==> src/hdl/tksel_pkg.sv <==
// Shared types and codes for the top-k score selector.
// Holds the heap entry layout, the output beat layout and the register indexes.
// No dependencies.
`timescale 1ns / 1ps

package tksel_pkg;

	// One kept candidate; the layout matches the input tdata (score in the low half).
	typedef struct packed {
		logic [31:0]        doc_id;
		logic signed [31:0] score;
	} entry_t;

	// One result beat as it is handed to the output register.
	typedef struct packed {
		logic   none_found;
		logic   last;
		entry_t entry;
	} out_beat_t;

	// Input command codes.
	localparam logic CMD_OFFER = 1'b0;
	localparam logic CMD_DRAIN = 1'b1;

	// Configuration register indexes.
	localparam logic CFG_KEEP_COUNT  = 1'b0;
	localparam logic CFG_SCORE_FLOOR = 1'b1;

	// Register reset values.
	localparam logic [4:0]         KEEP_COUNT_RST  = 5'd16;
	localparam logic signed [31:0] SCORE_FLOOR_RST = 32'sd0;

endpackage

==> src/hdl/tksel_heap_ram.sv <==
// Heap storage: a synchronous memory with one write port and two read ports.
// Read data is registered and appears in the cycle after the address is given with rd_en set.
// Depends on tksel_pkg for the entry layout.
`timescale 1ns / 1ps

module tksel_heap_ram #(
	parameter int MAX_KEEP = 16,
	parameter int AW       = 4
) (
	input  logic            clk,
	input  logic            rd_en,
	input  logic [AW-1:0]   rd_addr_a,
	input  logic [AW-1:0]   rd_addr_b,
	output tksel_pkg::entry_t rd_data_a,
	output tksel_pkg::entry_t rd_data_b,
	input  logic            wr_en,
	input  logic [AW-1:0]   wr_addr,
	input  tksel_pkg::entry_t wr_data
);
	import tksel_pkg::*;

	entry_t mem_q [MAX_KEEP];

	// Write port.
	always_ff @(posedge clk) begin
		if (wr_en) begin
			mem_q[wr_addr] <= wr_data;
		end
	end

	// Two registered read ports.
	always_ff @(posedge clk) begin
		if (rd_en) begin
			rd_data_a <= mem_q[rd_addr_a];
			rd_data_b <= mem_q[rd_addr_b];
		end
	end

endmodule

==> src/hdl/tksel_out_reg.sv <==
// Output register for result beats, decoupling the controller from the consumer.
// It reports whether it can take a new beat in this cycle.
// Depends on tksel_pkg for the beat layout.
`timescale 1ns / 1ps

module tksel_out_reg (
	input  logic                clk,
	input  logic                arst_n,
	input  logic                load,
	input  tksel_pkg::out_beat_t beat,
	output logic                free,
	output logic                tvalid,
	input  logic                tready,
	output logic [63:0]         tdata,   // out_score [31:0], out_doc_id [63:32]
	output logic                tlast,
	output logic                tuser    // none_found
);
	import tksel_pkg::*;

	logic      valid_q;
	out_beat_t beat_q;

	// The register can be loaded when it is empty or being emptied this cycle.
	assign free = !valid_q || tready;

	// Valid flag.
	always_ff @(posedge clk or negedge arst_n) begin
		if (!arst_n) begin
			valid_q <= 1'b0;
		end else if (load) begin
			valid_q <= 1'b1;
		end else if (tready) begin
			valid_q <= 1'b0;
		end
	end

	// Payload.
	always_ff @(posedge clk) begin
		if (load) begin
			beat_q <= beat;
		end
	end

	assign tvalid = valid_q;
	assign tdata  = beat_q.entry;
	assign tlast  = beat_q.last;
	assign tuser  = beat_q.none_found;

endmodule

==> src/hdl/tksel_ctrl.sv <==
// Heap controller: sift-up on insert, root replace with sift-down, and drain by
// in-place heap sort followed by a readout from slot zero upward.
// Depends on tksel_pkg; drives tksel_heap_ram and tksel_out_reg.
`timescale 1ns / 1ps

module tksel_ctrl #(
	parameter int MAX_KEEP = 16,
	parameter int AW       = 4,
	parameter int CW       = 5
) (
	input  logic                clk,
	input  logic                arst_n,
	// Input item
	input  logic                in_valid,
	output logic                in_ready,
	input  logic                in_command,
	input  tksel_pkg::entry_t   in_entry,
	// Configuration
	input  logic [4:0]          keep_count,
	input  logic signed [31:0]  score_floor,
	// Heap memory
	output logic                rd_en,
	output logic [AW-1:0]       rd_addr_a,
	output logic [AW-1:0]       rd_addr_b,
	input  tksel_pkg::entry_t   rd_data_a,
	input  tksel_pkg::entry_t   rd_data_b,
	output logic                wr_en,
	output logic [AW-1:0]       wr_addr,
	output tksel_pkg::entry_t   wr_data,
	// Output register
	output logic                out_load,
	output tksel_pkg::out_beat_t out_beat,
	input  logic                out_free
);
	import tksel_pkg::*;

	localparam int IW = CW + 1;
	localparam int KW = (CW > 5) ? CW : 5;

	typedef enum logic [3:0] {
		ST_IDLE,
		ST_RT_RD,
		ST_RT_CMP,
		ST_UP_RD,
		ST_UP_CMP,
		ST_DN_RD,
		ST_DN_CMP,
		ST_DR_START,
		ST_DR_RD,
		ST_DR_SWAP,
		ST_EM_RD,
		ST_EM_LD
	} state_t;

	state_t          state_q;
	entry_t          cur_q;
	logic [AW-1:0]   node_q;
	logic [CW-1:0]   count_q;
	logic [CW-1:0]   fill_q;
	logic            draining_q;
	logic [AW-1:0]   emit_idx_q;

	logic [KW-1:0]   keep_ext;
	logic [KW-1:0]   cap;
	logic            full;
	logic            accept;
	logic            pass_floor;
	logic [IW-1:0]   left;
	logic [IW-1:0]   right;
	logic            left_ok;
	logic            right_ok;
	logic [AW-1:0]   parent;
	logic            up_swap;
	logic            pick_left;
	logic            pick_right;
	logic signed [31:0] pick_score;
	logic            moved;
	entry_t          pick_entry;
	logic [AW-1:0]   pick_idx;
	logic [CW-1:0]   cnt_m1;
	logic            emit_last;

	// Capacity: zero keeps one entry, anything above the storage keeps all of it.
	always_comb begin
		keep_ext = KW'(keep_count);
		if (keep_count == 5'd0) begin
			cap = KW'(1);
		end else if (keep_ext > KW'(MAX_KEEP)) begin
			cap = KW'(MAX_KEEP);
		end else begin
			cap = keep_ext;
		end
	end
	assign full = KW'(fill_q) >= cap;

	assign in_ready   = (state_q == ST_IDLE);
	assign accept     = in_valid && in_ready;
	assign pass_floor = in_entry.score >= score_floor;

	// Tree navigation around the current node.
	assign left     = (IW'(node_q) << 1) + IW'(1);
	assign right    = left + IW'(1);
	assign left_ok  = left < IW'(count_q);
	assign right_ok = right < IW'(count_q);
	assign parent   = (node_q - AW'(1)) >> 1;
	assign cnt_m1   = count_q - CW'(1);

	// Sift-up keeps moving while the new entry is strictly below its parent.
	assign up_swap = cur_q.score < rd_data_a.score;

	// Sift-down: left child if strictly smaller, then right if smaller than that pick.
	assign pick_left  = left_ok && (rd_data_a.score < cur_q.score);
	assign pick_score = pick_left ? rd_data_a.score : cur_q.score;
	assign pick_right = right_ok && (rd_data_b.score < pick_score);
	assign moved      = pick_left || pick_right;
	assign pick_entry = pick_right ? rd_data_b : rd_data_a;
	assign pick_idx   = pick_right ? right[AW-1:0] : left[AW-1:0];

	assign emit_last = CW'(emit_idx_q) == (fill_q - CW'(1));

	// Memory and output requests for the current state.
	always_comb begin
		rd_en     = 1'b0;
		rd_addr_a = '0;
		rd_addr_b = '0;
		wr_en     = 1'b0;
		wr_addr   = node_q;
		wr_data   = cur_q;
		out_load  = 1'b0;
		out_beat  = '0;
		unique case (state_q)
			ST_RT_RD: begin
				rd_en = 1'b1;
			end
			ST_UP_RD: begin
				if (node_q == '0) begin
					wr_en = 1'b1;
				end else begin
					rd_en     = 1'b1;
					rd_addr_a = parent;
				end
			end
			ST_UP_CMP: begin
				wr_en   = 1'b1;
				wr_data = up_swap ? rd_data_a : cur_q;
			end
			ST_DN_RD: begin
				if (!left_ok) begin
					wr_en = 1'b1;
				end else begin
					rd_en     = 1'b1;
					rd_addr_a = left[AW-1:0];
					rd_addr_b = right[AW-1:0];
				end
			end
			ST_DN_CMP: begin
				wr_en   = 1'b1;
				wr_data = moved ? pick_entry : cur_q;
			end
			ST_DR_START: begin
				if (fill_q == '0 && out_free) begin
					out_load            = 1'b1;
					out_beat.last       = 1'b1;
					out_beat.none_found = 1'b1;
				end
			end
			ST_DR_RD: begin
				rd_en     = 1'b1;
				rd_addr_b = cnt_m1[AW-1:0];
			end
			ST_DR_SWAP: begin
				wr_en   = 1'b1;
				wr_addr = cnt_m1[AW-1:0];
				wr_data = rd_data_a;
			end
			ST_EM_RD: begin
				if (out_free) begin
					rd_en     = 1'b1;
					rd_addr_a = emit_idx_q;
				end
			end
			ST_EM_LD: begin
				out_load       = 1'b1;
				out_beat.entry = rd_data_a;
				out_beat.last  = emit_last;
			end
			default: begin
			end
		endcase
	end

	// Sequencer state and working registers.
	always_ff @(posedge clk or negedge arst_n) begin
		if (!arst_n) begin
			state_q    <= ST_IDLE;
			fill_q     <= '0;
			draining_q <= 1'b0;
			count_q    <= '0;
			node_q     <= '0;
			emit_idx_q <= '0;
			cur_q      <= '0;
		end else begin
			unique case (state_q)
				ST_IDLE: begin
					if (accept) begin
						if (in_command == CMD_DRAIN) begin
							state_q <= ST_DR_START;
						end else if (pass_floor) begin
							cur_q <= in_entry;
							if (!full) begin
								node_q  <= fill_q[AW-1:0];
								fill_q  <= fill_q + CW'(1);
								state_q <= ST_UP_RD;
							end else if (fill_q != '0) begin
								state_q <= ST_RT_RD;
							end
						end
					end
				end
				ST_RT_RD: begin
					state_q <= ST_RT_CMP;
				end
				ST_RT_CMP: begin
					if (cur_q.score > rd_data_a.score) begin
						node_q     <= '0;
						count_q    <= fill_q;
						draining_q <= 1'b0;
						state_q    <= ST_DN_RD;
					end else begin
						state_q <= ST_IDLE;
					end
				end
				ST_UP_RD: begin
					state_q <= (node_q == '0) ? ST_IDLE : ST_UP_CMP;
				end
				ST_UP_CMP: begin
					if (up_swap) begin
						node_q  <= parent;
						state_q <= ST_UP_RD;
					end else begin
						state_q <= ST_IDLE;
					end
				end
				ST_DN_RD: begin
					if (!left_ok) begin
						state_q <= draining_q ? ST_DR_RD : ST_IDLE;
					end else begin
						state_q <= ST_DN_CMP;
					end
				end
				ST_DN_CMP: begin
					if (moved) begin
						node_q  <= pick_idx;
						state_q <= ST_DN_RD;
					end else begin
						state_q <= draining_q ? ST_DR_RD : ST_IDLE;
					end
				end
				ST_DR_START: begin
					if (fill_q == '0) begin
						if (out_free) begin
							state_q <= ST_IDLE;
						end
					end else begin
						count_q    <= fill_q;
						draining_q <= 1'b1;
						state_q    <= ST_DR_RD;
					end
				end
				ST_DR_RD: begin
					state_q <= ST_DR_SWAP;
				end
				ST_DR_SWAP: begin
					// Root goes to the freed slot; the last entry restarts at the root.
					cur_q   <= rd_data_b;
					count_q <= cnt_m1;
					node_q  <= '0;
					if (cnt_m1 == '0) begin
						emit_idx_q <= '0;
						state_q    <= ST_EM_RD;
					end else begin
						state_q <= ST_DN_RD;
					end
				end
				ST_EM_RD: begin
					if (out_free) begin
						state_q <= ST_EM_LD;
					end
				end
				ST_EM_LD: begin
					if (emit_last) begin
						fill_q     <= '0;
						draining_q <= 1'b0;
						state_q    <= ST_IDLE;
					end else begin
						emit_idx_q <= emit_idx_q + AW'(1);
						state_q    <= ST_EM_RD;
					end
				end
				default: begin
					state_q <= ST_IDLE;
				end
			endcase
		end
	end

`ifndef SYNTHESIS
	// The fill count never exceeds the storage.
	a_fill_bound: assert property (@(posedge clk) disable iff (!arst_n)
		fill_q <= CW'(MAX_KEEP))
		else $error("fill count beyond heap depth");

	// A read and a write never target the same entry in one cycle.
	a_no_collision: assert property (@(posedge clk) disable iff (!arst_n)
		(wr_en && rd_en) |-> (wr_addr != rd_addr_a && wr_addr != rd_addr_b))
		else $error("heap read and write collide");

	// A beat is only loaded when the output register can take it.
	a_load_free: assert property (@(posedge clk) disable iff (!arst_n)
		out_load |-> out_free)
		else $error("output beat overwritten");

	// Finishing a drain leaves the heap empty.
	a_drain_empties: assert property (@(posedge clk) disable iff (!arst_n)
		$fell(draining_q) |-> (fill_q == '0))
		else $error("drain ended with entries left");
`endif

endmodule

==> src/hdl/top_k_score_selector_unit.sv <==
// Top level of the top-k score selector: configuration registers and the
// heap controller, heap memory and output register. Depends on tksel_pkg.
`timescale 1ns / 1ps

// Keeps the best keep_count candidates (Q16.16 score, document id) in a min-heap
// held in a synchronous RAM of MAX_KEEP entries, one item at a time. An offer
// below the score floor is dropped as it is taken, and one that does not beat
// the weakest kept entry of a full heap is dropped after a root read and compare.
// An insert starts at the next free slot and climbs while strictly below its
// parent; a root replacement descends up to log2(MAX_KEEP) levels. Each level
// climbed or descended is one RAM read and one compare-and-write. A drain sorts
// the heap in place (each pop moves the root to the last slot, then descends),
// then sends the entries best first while the output register is free, tlast on
// the final one; an empty heap gives a single beat with tuser (none_found) and
// tlast set. The memory needs no clearing after reset. Configuration is written
// by the user only while the block is idle; the block does not enforce this.
module top_k_score_selector_unit #(
	parameter int MAX_KEEP = 16
) (
	input  logic        clk,
	input  logic        arst_n,
	// Input stream
	input  logic        s_axis_tvalid,
	output logic        s_axis_tready,
	input  logic [63:0] s_axis_tdata,   // score [31:0], doc_id [63:32]
	input  logic        s_axis_tuser,   // command
	// Result stream
	output logic        m_axis_tvalid,
	input  logic        m_axis_tready,
	output logic [63:0] m_axis_tdata,   // out_score [31:0], out_doc_id [63:32]
	output logic        m_axis_tlast,   // last
	output logic        m_axis_tuser,   // none_found
	// Configuration writes
	input  logic        cfg_valid,
	output logic        cfg_ready,
	input  logic        cfg_index,
	input  logic [31:0] cfg_data
);
	import tksel_pkg::*;

	localparam int AW = (MAX_KEEP > 1) ? $clog2(MAX_KEEP) : 1;
	localparam int CW = $clog2(MAX_KEEP + 1);

	logic [4:0]         keep_count_q;
	logic signed [31:0] score_floor_q;

	logic          rd_en;
	logic [AW-1:0] rd_addr_a;
	logic [AW-1:0] rd_addr_b;
	entry_t        rd_data_a;
	entry_t        rd_data_b;
	logic          wr_en;
	logic [AW-1:0] wr_addr;
	entry_t        wr_data;
	logic          out_load;
	out_beat_t     out_beat;
	logic          out_free;

	// Configuration registers; writes are always taken.
	assign cfg_ready = 1'b1;

	always_ff @(posedge clk or negedge arst_n) begin
		if (!arst_n) begin
			keep_count_q  <= KEEP_COUNT_RST;
			score_floor_q <= SCORE_FLOOR_RST;
		end else if (cfg_valid) begin
			unique case (cfg_index)
				CFG_KEEP_COUNT:  keep_count_q  <= cfg_data[4:0];
				CFG_SCORE_FLOOR: score_floor_q <= cfg_data;
			endcase
		end
	end

	// Heap sequencer.
	tksel_ctrl #(
		.MAX_KEEP (MAX_KEEP),
		.AW       (AW),
		.CW       (CW)
	) u_ctrl (
		.clk         (clk),
		.arst_n      (arst_n),
		.in_valid    (s_axis_tvalid),
		.in_ready    (s_axis_tready),
		.in_command  (s_axis_tuser),
		.in_entry    (s_axis_tdata),
		.keep_count  (keep_count_q),
		.score_floor (score_floor_q),
		.rd_en       (rd_en),
		.rd_addr_a   (rd_addr_a),
		.rd_addr_b   (rd_addr_b),
		.rd_data_a   (rd_data_a),
		.rd_data_b   (rd_data_b),
		.wr_en       (wr_en),
		.wr_addr     (wr_addr),
		.wr_data     (wr_data),
		.out_load    (out_load),
		.out_beat    (out_beat),
		.out_free    (out_free)
	);

	// Heap storage.
	tksel_heap_ram #(
		.MAX_KEEP (MAX_KEEP),
		.AW       (AW)
	) u_ram (
		.clk       (clk),
		.rd_en     (rd_en),
		.rd_addr_a (rd_addr_a),
		.rd_addr_b (rd_addr_b),
		.rd_data_a (rd_data_a),
		.rd_data_b (rd_data_b),
		.wr_en     (wr_en),
		.wr_addr   (wr_addr),
		.wr_data   (wr_data)
	);

	// Result register.
	tksel_out_reg u_out (
		.clk    (clk),
		.arst_n (arst_n),
		.load   (out_load),
		.beat   (out_beat),
		.free   (out_free),
		.tvalid (m_axis_tvalid),
		.tready (m_axis_tready),
		.tdata  (m_axis_tdata),
		.tlast  (m_axis_tlast),
		.tuser  (m_axis_tuser)
	);

endmodule
==> config.mk <==
export PLATFORM = sky130hd
export DESIGN_NAME = top_k_score_selector_unit
export DESIGN_NICKNAME = d
export VERILOG_FILES = /design/src/hdl/tksel_pkg.sv /design/src/hdl/tksel_heap_ram.sv /design/src/hdl/tksel_out_reg.sv /design/src/hdl/tksel_ctrl.sv /design/src/hdl/top_k_score_selector_unit.sv
export SDC_FILE = /design/constraint.sdc
export NUM_CORES = 2
export LEC_CHECK = 0
export ABC_AREA = 1
export ABC_CLOCK_PERIOD_IN_PS = 9300
export BUFFER_PORTS_ARGS = -buffer_cell sky130_fd_sc_hd__buf_4
export CAP_MARGIN = 20
export CORE_MARGIN = 2
export CORE_UTILIZATION = 31
export CTS_CLUSTER_DIAMETER = 120
export CTS_CLUSTER_SIZE = 40
export DETAILED_ROUTE_END_ITERATION = 12
export HOLD_SLACK_MARGIN = 0.05
export PLACE_DENSITY = 0.48
export SYNTH_ARGS = -nofsm -noshare
export SYNTH_HDL_FRONTEND = slang
export SYNTH_HIERARCHICAL = 1
export SYNTH_SLANG_ARGS = --single-unit
export TNS_END_PERCENT = 5
==> constraint.sdc <==
create_clock -name clk -period 9.3 [get_ports clk]
set_clock_uncertainty 0.1 [all_clocks]
set_input_delay 0.93 -clock clk [delete_from_list [all_inputs] [get_ports clk]]
set_output_delay 0.93 -clock clk [all_outputs]
set_load 0.005 [all_outputs]
==> flow_metrics.py <==
metrics = {
    "place": {
        "place_area_um2": 76270,
        "dpl.hpwl_mm": 146.0,
        "dp.cells": 11470,
        "io_buffer_count": 170,
        "place_congestion": 0.8642,
    },
    "routing": {
        "drtPass1Iterations": 9,
        "drt_iter0_drc": 6698,
        "wirelength_mm": 272.0,
        "route.detailed.drc": 0,
        "antenna_left": 0,
        "wl_per_cell_um": 23.53,
        "vias": 60670,
        "vias_per_cell": 5.248,
    },
    "worst_setup_path": {
        "cpMaxStageDelayCell": "a21oi_4",
        "r2r_start": "u_ram/rd_data_a[31]",
        "slowest_delay_ns": 1.12,
        "crit_path_start_kind": "flop",
        "crit_top_cell": "nand2_1",
        "endpoint_kind": "flop",
        "crit_fanout": 70,
        "crit_arrival_ns": 8.19,
        "path_class": "flop to flop",
        "crit_required_ns": 9.71,
        "startpoint": "u_ram/rd_data_a[31]",
    },
    "clock_tree": {
        "cts_buffers": 46,
        "ctsResizeCount": 0,
        "clk_latency_ns": 0.79,
        "cts_sinks": 1343,
        "clkTransAtPathRegs_ns": 0.15,
        "cts-root-buf": "clkbuf_16",
        "cts_buffer_depth": 3,
        "cts_tree": "yes",
        "post-cts-setup-buffers": 0,
        "ctsHoldBuffers": 1,
        "htree_levels": 2,
    },
    "synthesis": {
        "synth-edff-count": 1218,
        "synth_simple_gate_area_share_pct": 29.00,
        "yosysTopAreaCell": "edfxtp_1",
        "synth_compound_area_share_pct": 3.294,
        "netlist_instances": 8574,
        "synth_nets": 8794,
        "avgSynthCellArea_um2": 8.483,
        "synth-xor-area-share_pct": 0.1686,
        "yosysWarnings": 6,
        "synth_top_area_share_pct": 50.29,
        "netlist_top_cells_area": "edfxtp_1, nand2_1, nand3_1, inv_1, dfrtp_1",
        "synth_ff_type": "edfxtp_1",
        "muxShareOfSynthArea_pct": 0,
        "yosysSeqAreaShare_pct": 54.59,
        "synth_cell_types": 50,
        "ys_seq_elements": 1343,
        "syn_area_um2": 72730,
        "synthArstFlopShare_pct": 9.308,
        "synth_fa_ha_area_share_pct": 2.013,
        "synth_top_family_by_area": "simple AND/OR/NAND/NOR gates",
    },
    "min_path": {
        "hold_class": "input pin to flop",
        "min-delay-start": "cfg_data[22]",
    },
    "sta": {
        "slew_viol_final": 22,
        "worst_slew_pin_slew_ns": 1.519,
        "layout_min_cycle_time_ns": 7.783,
        "grt_setup_unrepaired": "false",
        "period_share_pct": 83.69,
        "timing.fmax_ghz": 0.1285,
        "maxSlewHeadroom_pct": -1.286,
        "holdWs_ns": 0.2945,
        "finalSetupViolCount": 0,
        "tns_ns": 0,
        "hold_viol_final": 0,
    },
    "power_and_ir_drop": {
        "powerDensity_nw_per_um2": 320.1,
        "power.leakage_nw": 33.66,
        "vdd_drop_max_uv": 538.8,
    },
    "final_layout": {
        "final_cells": 11560,
        "syn2layout_area_growth_pct": 7.179,
        "final_area_um2": 77950,
        "fillCellCount": 23950,
        "layout.nets": 8610,
        "layout.cells.most_common_list": "nand2_1, nand3_1, inv_1",
        "post-route-util_pct": 33.46,
        "layout-drive-gt1-share_pct": 5.600,
        "final_common_cell": "nand2_1",
    },
    "floorplanning": {
        "die_x_um": 488.4,
        "dieArea_um2": 238500,
        "die_h_um": 488.4,
        "ios": 172,
        "rows": 177,
        "initial_core_util_pct": 31.22,
        "fp.coreArea_um2": 233000,
    },
    "outcome": {
        "status": "finished, violations left",
        "failed_checks": "slew limit",
    },
    "run": {
        "maxCapViolCount": 0,
    },
    "grt": {
        "grtUsageTotal_pct": 22.22,
        "first_global_vias": 57580,
        "grt_max_degree": 203,
        "grt_pass1_wl_mm": 394.4,
        "grt_overflow_total": 0,
        "antenna_found_initial": 15,
    },
}
-- cell usage after synthesis (all sizes together) (5+ instances only) --
| library cell | n |
|---|---|
| nand2 | 2694 |
| nand3 | 1889 |
| inv | 1286 |
| edfxtp | 1218 |
| buf | 420 |
| o21ai | 164 |
| nor2 | 163 |
| dfrtp | 124 |
| ha | 117 |
| a21oi | 107 |
| clkbuf | 101 |
| o211ai | 69 |
| nand4 | 66 |
| or2 | 54 |
| o21a | 31 |
| a221oi | 9 |
| xor2 | 9 |
| nor3 | 8 |
| xnor2 | 5 |
-- per-layer routing --
| layer | vias to the layer above | global-route usage (%) | share of wire, % |
|---|---|---|---|
| met5 | - | 0 | 0.034 |
| met4 | 14 | 7.439 | 3.4 |
| met3 | 506 | 2.991 | 8.4 |
| met2 | 3048 | 35.48 | 45 |
| met1 | 29540 | 30.93 | 43 |
| li1 | 27570 | - | - |
-- path summary, 6_finish.rpt --
check / end / slack [ns] / cells after the start
worst max-delay path: u_ram/mem_q[0][35] / 1.52 / 29
worst min-delay path: score_floor_q[22] / 0.29 / 3
worst max register to register: u_ram/mem_q[0][35] / 1.52 / 29
worst min register to register: score_floor_q[24] / 0.39 / 2
max in group asynchronous: u_ctrl/cur_q[58] / 7.14 / 3
min in group asynchronous: u_ctrl/cur_q[18] / 0.59 / 2
-- area by class of cell --
cell class | count | area, um2 | area share [%]
Antenna cell | 1 | 2.502 | 0.003210
Clock buffer | 61 | 1239 | 1.589
Inverter | 1288 | 4905 | 6.292
Multi-Input combinational cell | 5422 | 25380 | 32.56
Clock inverter | 25 | 376.6 | 0.4831
Sequential cell | 1343 | 39700 | 50.93
Tap cell | 3132 | 3919 | 5.027
Timing Repair Buffer | 289 | 2429 | 3.115
-- cell families after synthesis --
| kind of cell | after synthesis |
|---|---|
| simple gates | 4884 |
| xor+xnor | 14 |
| other cells | 1 |
| flops | 1343 |
| compound gates | 406 |
| fa+ha+maj | 117 |
| buf+inv | 1809 |
-- through the flow --
step	total power, W	worst slack (ns)
5_1_grt	0.02641	0.9834
2_1_floorplan	0.01744	2.822
3_5_place_dp	0.02169	1.602
3_3_place_gp	0.02155	1.695
6_report	0.02495	1.517
4_1_cts	0.02483	1.556
-- flip-flops by register name, indices dropped and copies added (netlist names), 32 cells and up --
| register | count |
|---|---|
| u_ram/mem_q | 1024 |
| u_ctrl/cur_q | 64 |
| u_out/tdata | 64 |
| u_ram/rd_data_a | 64 |
| u_ram/rd_data_b | 64 |
| score_floor_q | 32 |
-- worst max-delay path: cells and delay by family, from the launching register on --
family	cells	cell delay, ns
adders and majority gates	2	0.68
DFF	1	0.38
buffers and inverters	4	0.94
AOI/OAI and AO/OA	4	2.39
and+or+nand+nor	19	2.90
-- where the power goes --
part           switching, W  internal (W)  leakage [nW]  total, W
Clock               0.00209       0.00104         0.769   0.00313
Combinational       0.00920       0.00298          20.2    0.0122
Sequential         0.000540       0.00910          12.7   0.00964
Note: power is estimated with default switching activity, not from simulation.
